--- config.mk ---
export PLATFORM = sky130hd
export DESIGN_NAME = deq_cell
export DESIGN_NICKNAME = d
export VERILOG_FILES = /design/src/hdl/deq_pkg.sv /design/src/hdl/deq_cell.sv
export SDC_FILE = /design/constraint.sdc
export NUM_CORES = 1
export LEC_CHECK = 0
export BUFFER_PORTS_ARGS = -buffer_cell sky130_fd_sc_hd__buf_2
export CORE_AREA = 2 2 69 71
export CTS_BUF_LIST = sky130_fd_sc_hd__clkbuf_8
export DETAILED_ROUTE_END_ITERATION = 10
export DIE_AREA = 0 0 71 73
export PLACE_DENSITY = 0.93
export SLEW_MARGIN = 20
export SYNTH_ARGS = -nofsm -noshare
export SYNTH_HDL_FRONTEND = slang
export SYNTH_SLANG_ARGS = --single-unit
--- constraint.sdc ---
create_clock -name i_clk -period 3.3 [get_ports i_clk]
set_clock_uncertainty 0.2 [all_clocks]
set_input_delay 0.33 -clock i_clk [delete_from_list [all_inputs] [get_ports i_clk]]
set_output_delay 0.33 -clock i_clk [all_outputs]
set_load 0.03 [all_outputs]
--- src/hdl/deq_pkg.sv ---
// package for the deque engine: operation and status codes,
// and the control word shared by the chain of storage cells
// no dependencies
`default_nettype none

package deq_pkg;

    localparam logic [2:0] OP_PUSH_FRONT = 3'd0;
    localparam logic [2:0] OP_PUSH_BACK  = 3'd1;
    localparam logic [2:0] OP_POP_FRONT  = 3'd2;
    localparam logic [2:0] OP_POP_BACK   = 3'd3;
    localparam logic [2:0] OP_READ       = 3'd4;
    localparam logic [2:0] OP_WRITE      = 3'd5;
    localparam logic [2:0] OP_SEARCH     = 3'd6;

    localparam logic [1:0] ST_OK    = 2'd0;
    localparam logic [1:0] ST_EMPTY = 2'd1;
    localparam logic [1:0] ST_FULL  = 2'd2;
    localparam logic [1:0] ST_RANGE = 2'd3;

    // one control word drives every cell of the row
    typedef struct packed {
        logic shift_fwd;   // each cell takes its back neighbor, ring wraps
        logic shift_back;  // each cell takes its front neighbor, cell 0 takes the value
        logic wr_req;      // the cell at the write index takes the value
    } t_chain_ctl;

endpackage

`default_nettype wire

--- src/hdl/deq_cell.sv ---
// one storage cell of the deque row: holds one entry
// depends on deq_pkg for the chain control word
`default_nettype none

module deq_cell #(
    parameter int DATA_BITS = 32,
    parameter int IW        = 8,
    parameter int IDX       = 0
) (
    input  wire                           i_clk,
    input  wire deq_pkg::t_chain_ctl      i_ctl,
    input  wire        [IW-1:0]           i_wr_pos,
    input  wire signed [DATA_BITS-1:0]    i_wr_data,
    input  wire signed [DATA_BITS-1:0]    i_prev,
    input  wire signed [DATA_BITS-1:0]    i_next,
    output logic signed [DATA_BITS-1:0]   o_data
);

    logic signed [DATA_BITS-1:0] r_data;
    logic signed [DATA_BITS-1:0] n_data;
    logic                        wr_hit;

    assign wr_hit = i_ctl.wr_req && (i_wr_pos == IW'(IDX));

    always_comb begin
        n_data = r_data;
        priority if (wr_hit) begin
            n_data = i_wr_data;
        end else if (i_ctl.shift_back) begin
            n_data = i_prev;
        end else if (i_ctl.shift_fwd) begin
            n_data = i_next;
        end else begin
            n_data = r_data;
        end
    end

    always_ff @(posedge i_clk) begin
        r_data <= n_data;
    end

    assign o_data = r_data;

endmodule

`default_nettype wire

* After elaboration in Yosys (flattened, before gate mapping)
Index checks and enable logic that the tools add are counted.
** Storage, ports and cells
- Output and inout bits :: 32
- Bits of input ports :: 108
- Register bits :: 32
- Logic and storage cells :: 7
** Cells by class
- Reductions and logical operators :: 3
- Mux-type cells :: 3
** Operators with widths (count)
- 32-bit 2-to-1 mux :: 3
- 8-bit logical NOT :: 1
- 3-bit nonzero test :: 1
- 1-bit logical AND :: 1

* Longest topological paths before layout
Gate-level depths: netlist (run 1).
- Depth in word-level cells :: 3
- Mapped depth :: 4
- Mapped depth without buffers :: 3

* Worst setup path after synthesis (run 1)
Ideal clock, no wire load.
- Kind :: in2reg
- Start point :: in i_wr_pos[4]
- End point :: reg r_data[0] (netlist: o_data[0]), enable pin
- Slack :: 1050 ps
- Arrival :: 1660 ps
- Required time :: 2711 ps
- Buffers on the path :: 1
- Library setup time :: 389 ps
- Cell stages on the path :: 4
- Path through :: nor4b_4 -> nand3_4 -> buf_6 -> nand2_1
** On the way
- Longest elaborated chain between the ends :: 3
** Ends and longest elaborated chain
- start: declaration :: RTL line deq_cell.sv:12 : input wire [IW-1:0] i_wr_pos,
- 8-bit logical NOT :: RTL line deq_cell.sv:23 : assign wr_hit = i_ctl.wr_req && (i_wr_pos == IW'(IDX));
- 1-bit logical AND :: RTL line deq_cell.sv:23
- 3-bit nonzero test (no line)
- end signal: assignment :: RTL line deq_cell.sv:39 : r_data <= n_data;
- end: declaration :: RTL line deq_cell.sv:19 : logic signed [DATA_BITS-1:0] r_data;
Every way passes these cells.
A chain may end at the register's enable or synchronous reset.

* Worst setup path in the final report (run 1)
- Start point :: in i_wr_pos[4]
- End point :: reg r_data[27] (netlist: o_data[27]), data pin
** On the way
- Longest elaborated chain between the ends :: 3
** Ends and longest elaborated chain
- 8-bit logical NOT :: RTL line deq_cell.sv:23
- 1-bit logical AND :: RTL line deq_cell.sv:23
- 32-bit 2-to-1 mux :: RTL line deq_cell.sv:27 : priority if (wr_hit) begin
- net n_data[27] :: RTL line deq_cell.sv:20 : logic signed [DATA_BITS-1:0] n_data;
The timed path passes the listed nets, and every way through them passes these cells.

==> run summary, run 1 <==
Status -> finished, final reports clean
Core footprint -> 4540 sq um
Io pins -> 140
Relative slew slack -> 52.1%
DRC viols -> 0
Drt via density -> 4.71
Hold buffers post-CTS -> 0
CTS tree -> done
Worst-path clk slew -> 0.06 ns
First-pass GRT wire length -> 6370 um
Initial antenna violation count -> 0
Synth Net Count -> 217
H-tree levels -> 2
Slew Viols, Final -> 0
Setup Fix Bufs, Post-CTS -> 0
CTS buffer count -> 5
Register area share after synthesis -> 50.4%
Synthesis-stage register bit count -> 32
Die ar. -> 5180 sq um
PD cells -> 398 nW/um^2
Gr ovfl total -> 0
Post-Syn Area -> 1910 sq um
Place WS -> 1.08 ns
Final worst slack -> 1.39 ns
Critical Path Fanout Max -> 18
Pre-antenna DRT Iters -> 4
F_max -> 0.523 GHz
Largest net degree at the start of global routing -> 34
Post-cts sizing count -> 0
Vias in the first global route -> 1427
Sequential share of power -> 47.4%
Cell accounting for the most synthesized area -> edfxtp_1
NetSw -> 0.298 mW
Gate power share -> 27.6%
DP Wirelength -> 3330 um
Synth top area share -> 50.4%
Synth area leaders -> edfxtp_1 (50%), mux2_4 (23%), mux2_2 (21%)
Sequential Area -> 961 sq um
DR vias -> 1437
CTS sink cnt -> 32
Fin crit share -> 57.9%
Syn avg cell area -> 17.5 sq um
Internal -> 0.780 mW
Hold Vio Cnt, Final -> 0
Antenna Nets Post-Route -> 0
Routability cong. -> 0.734
Gr usage total -> 15.8%
Critical Path End Type -> flop
Crit path DAT -> 1.73 ns
Final layout net count -> 358
Worst Path Required -> 3.12 ns
Initial DRC Count -> 50
Die Wd -> 71 um
Share of layout cells above drive strength 1 -> 84.9%
Port bufs -> 139
Max reg flops -> 32
Startpoint Class -> primary input
Sw Share -> 27.7%
Pleak -> 1.36 nW
Antenna diode instance count -> 0
Area growth from synthesis to layout -> 42.3%
Syn Inst Count -> 109
Multi-input logic area -> 892 sq um
Minimum clock period -> 1.91 ns
Hold WC Path Type -> in -> reg
Crit Path Class -> in -> reg
Library cells used by synthesis -> 11
Setup repair after global routing missed its margin -> false
Clk buf depth -> 2
Clock power share -> 25.0%
Die Height -> 73 um
Layout fillers -> 358
Maximum VDD drop -> 0.362 mV
Setup TNS -> 0 ns
Drt total wl -> 4180 um
DR WL/cell -> 13.7 um
Setup Viol. Count Final -> 0
Standard-cell rows -> 25
Slew @ Worst Pin -> 0.718 ns
Synth warn -> 0
Initial Utilization -> 42.0%
Max cap viols -> 0
Clk root buf -> clkbuf_8
==> synth_stat cells, drive strengths merged <==
cell and count:
nand3 1, edfxtp 32, nor3 1, mux2 64, nand2 1, clkbuf 1
nor2 2, buf 6, nor4b 1
==> worst paths after layout <==
kind / cells past startpoint / slack (ns) / from / endpoint
worst max-delay path: 5 / 1.39 / i_wr_pos[4] / o_data[27]$_DFFE_PP_
worst min-delay path: 2 / 0.16 / i_wr_data[5] / o_data[5]$_DFFE_PP_
==> routing by layer <==
metal	wire length, um	up-vias	global-route usage (%)
li1	-	704	-
met1	1490	656	15.6
met2	2290	73	30.5
met3	361	4	6.22
met4	46	0	4.61
met5	0	-	0
==> power groups by stage <==
stage	Sequential, mW	Combinational, mW	Clock (mW)
global route	0.515	0.317	0.296
detailed placement	0.520	0.300	0
CTS	0.512	0.301	0.281
global placement	0.518	0.296	0
floorplan	0.615	0.0907	0
finish	0.511	0.298	0.270
==> placed cells by master, fill, tap and decap left out <==
master / instances
nor4b_4: 1
mux2_2: 35
clkinv_1: 1
clkbuf_8: 5
mux2_4: 29
nand3_4: 1
nor2_1: 2
buf_4: 2
nand2_1: 1
nor3_2: 1
inv_1: 2
edfxtp_1: 32
buf_2: 139
==> cell families (layout without fill, tap and decap cells) <==
kind of cell	after synthesis	after routing	share of synthesized area, %
simple gates	6	6	3.28
flops	32	32	50.4
mux	64	64	43.5
buf+inv	7	149	2.76
==> area by class of cell <==
| type | instances | share of cell area (%) |
|---|---|---|
| Clock buffer | 5 | 2.54 |
| Tap cell | 54 | 2.49 |
| Sequential cell | 32 | 35.4 |
| Timing Repair Buffer | 141 | 26.2 |
| Multi-Input combinational cell | 70 | 32.9 |
| Clock inverter | 3 | 0.415 |
==> worst max-delay path: stages <==
cell     delay, ns
buf_2         0.11
nor4b_4       0.32
nand3_4       0.29
buf_4         0.34
mux2_4        0.33
==> stage by stage <==
step	util (%)	power, mW	cells	instance area (sq um)	hold WS [ns]
after CTS	59.8	1.09	305	2710	0.144
after detailed placement	58.0	0.821	297	2630	0.434
after floorplan	-	0.706	109	1910	0.348
after global routing	59.8	1.13	305	2710	0.146
after global placement	58.0	0.813	297	2630	0.431
final	59.8	1.08	305	2710	0.157
(Power assumes the default switching activity.)
==> inputs of run 2 (changes only) <==
- ABC_AREA: not set -> 1
- CORE_AREA: 2 2 69 71 -> 2 2 79 81
- DIE_AREA: 0 0 71 73 -> 0 0 81 83
- PLACE_DENSITY: 0.93 -> 0.85
- clock period: 3.3 -> 1.7 ns (I/O delays scaled with it)
==> run summary, run 2 <==
Core footprint -> 5820 sq um
Most common cell after layout, fill and taps aside -> buf_2
Most frequent cell after synthesis -> nand2_1
Die ar. -> 6720 sq um
Slew @ Worst Pin -> 0.542 ns
Antenna diode instance count -> 0
Worst path bufs/invs -> 1
Clk root buf -> clkbuf_8
Number of enable flip-flop cells after synthesis -> 32
Pre-antenna DRT Iters -> 5
Synthesis-stage register bit count -> 32
Minimum clock period -> 1.21 ns
DR WL/cell -> 11.7 um
Setup TNS -> 0 ns
Hold Worst Slack -> 0.0139 ns
Critical Path Fanout Max -> 1
Max reg flops -> 32
Gr usage total -> 20.6%
Slowest stage delay, CP -> 0.38 ns
DRC viols -> 0
Post-Syn Area -> 2310 sq um
Critical Path End Type -> output port
Gr ovfl total -> 0
CTS tree -> done
Largest net degree at the start of global routing -> 33
Synth area leaders -> edfxtp_1 (42%), nand2_1 (21%), inv_1 (11%)
Hold WC Path Type -> in -> reg
Fin crit share -> 71.1%
Die Wd -> 81 um
Pleak -> 1.89 nW
Dpl cells -> 526
Commonest cells after routing, fill and taps aside -> buf_2 (139), nand2_1 (129), inv_1 (67)
DR vias -> 2495
Predominant post-synthesis flop cell -> edfxtp_1
Layout fillers -> 526
Cell accounting for the most synthesized area -> edfxtp_1
Relative slew slack -> 63.8%
Drt via density -> 4.50
Initial DRC Count -> 132
H-tree levels -> 2
Final Core Density -> 58.4%
Slew Viols, Final -> 0
DP Wirelength -> 4620 um
Share of layout cells above drive strength 1 -> 34.2%
CP cell instances -> buf_2
Drt total wl -> 6470 um
F_max -> 0.827 GHz
End point of the critical path -> o_data[11]
Commonest cells post-synth -> nand2_1 (129), inv_1 (67), edfxtp_1 (32), nand3_1 (32), o21bai_1 (32)
First-pass GRT wire length -> 11000 um
Worst-path clk slew -> 0.07 ns
Max cap viols -> 0
Hold Vio Cnt, Final -> 0
Slowest-stage cell, CP -> edfxtp_1
Port bufs -> 139
Status -> finished, final reports clean
Fin area -> 3400 sq um
Register area share after synthesis -> 41.5%
Io pins -> 140
Area growth from synthesis to layout -> 46.8%
Initial Utilization -> 39.8%
Kind of cell adding the most delay to the critical path -> flip-flops
Antenna Nets Post-Route -> 0
Post-cts sizing count -> 0
Library cells used by synthesis -> 16
Synth warn -> 0
Placed Area -> 3080 sq um
Final layout net count -> 587
Die Height -> 83 um
Initial antenna violation count -> 0
Crit path DAT -> 0.84 ns
Final worst slack -> 0.491 ns
Stages on worst setup path -> 1
Crit path launch -> o_data[11]$_DFFE_PP_
Routability cong. -> 0.773
Syn avg cell area -> 7.19 sq um
Worst Path Required -> 1.33 ns
Tot Pwr -> 2.36 mW
PD cells -> 694 nW/um^2
CTS buffer count -> 5
Startpoint Class -> flop
Synth Net Count -> 430
Non-filler cells, final -> 555
CTS sink cnt -> 32
Maximum VDD drop -> 0.352 mV
Place WS -> 0.226 ns
Clk buf depth -> 2
Syn Inst Count -> 322
Standard-cell rows -> 28
Setup repair after global routing missed its margin -> false
Crit Path Class -> reg -> out
Vias in the first global route -> 2421
Ys async rst share -> 0%
Synth top area share -> 41.5%
Setup Viol. Count Final -> 0
run 2: power by group:
part | total, mW | leakage [nW] | switching [mW] | internal, mW
clock network | 0.684 | 0.0532 | 0.258 | 0.426
logic | 0.685 | 1.52 | 0.411 | 0.274
registers | 0.989 | 0.322 | 0.0191 | 0.970
run 2: metal layers:
| layer | wire (um) | track usage (%) | share of wire (%) |
|---|---|---|---|
| met5 | 0 | 0 | 0 |
| met1 | 2490 | 23.4 | 38 |
| met3 | 362 | 3.37 | 5.6 |
| met2 | 3490 | 37.2 | 54 |
| met4 | 133 | 8.32 | 2.1 |
run 2: worst min path at each step:
| stage | start | endpoint | slack, ns | cells after the start |
|---|---|---|---|---|
| after floorplan | i_wr_data[12] | o_data[12]$_DFFE_PP_ | 0.18 | 2 |
| after CTS | i_wr_data[31] | o_data[31]$_DFFE_PP_ | 0.0009 | 3 |
| after global placement | i_wr_data[10] | o_data[10]$_DFFE_PP_ | 0.28 | 3 |
| final | i_wr_data[4] | o_data[4]$_DFFE_PP_ | 0.01 | 3 |
| after global routing | i_wr_data[29] | o_data[29]$_DFFE_PP_ | 0.02 | 3 |
| after detailed placement | i_wr_data[3] | o_data[3]$_DFFE_PP_ | 0.28 | 3 |
run 2: cell families after synthesis:
group | share of synthesized area, %
flops | 41.5
buf+inv | 17.6
compound gates | 10.6
simple gates | 30.3
run 2: what timing repair did:
item | 4_1_cts | 5_1_grt
hold buffers | 21 | 0
endpoints found under the hold margin | 21 | 0
buffers inserted | 0 | 0
run 2: layout make-up:
cell class | count | area [sq um] | area share, %
timing repair buffer | 169 | 998 | 29.4
multi-input combinational | 202 | 980 | 28.8
sequential | 32 | 961 | 28.3
inverter | 69 | 259 | 7.62
tap | 75 | 93.8 | 2.76
clock buffer | 5 | 68.8 | 2.03
clock inverter | 3 | 37.5 | 1.10
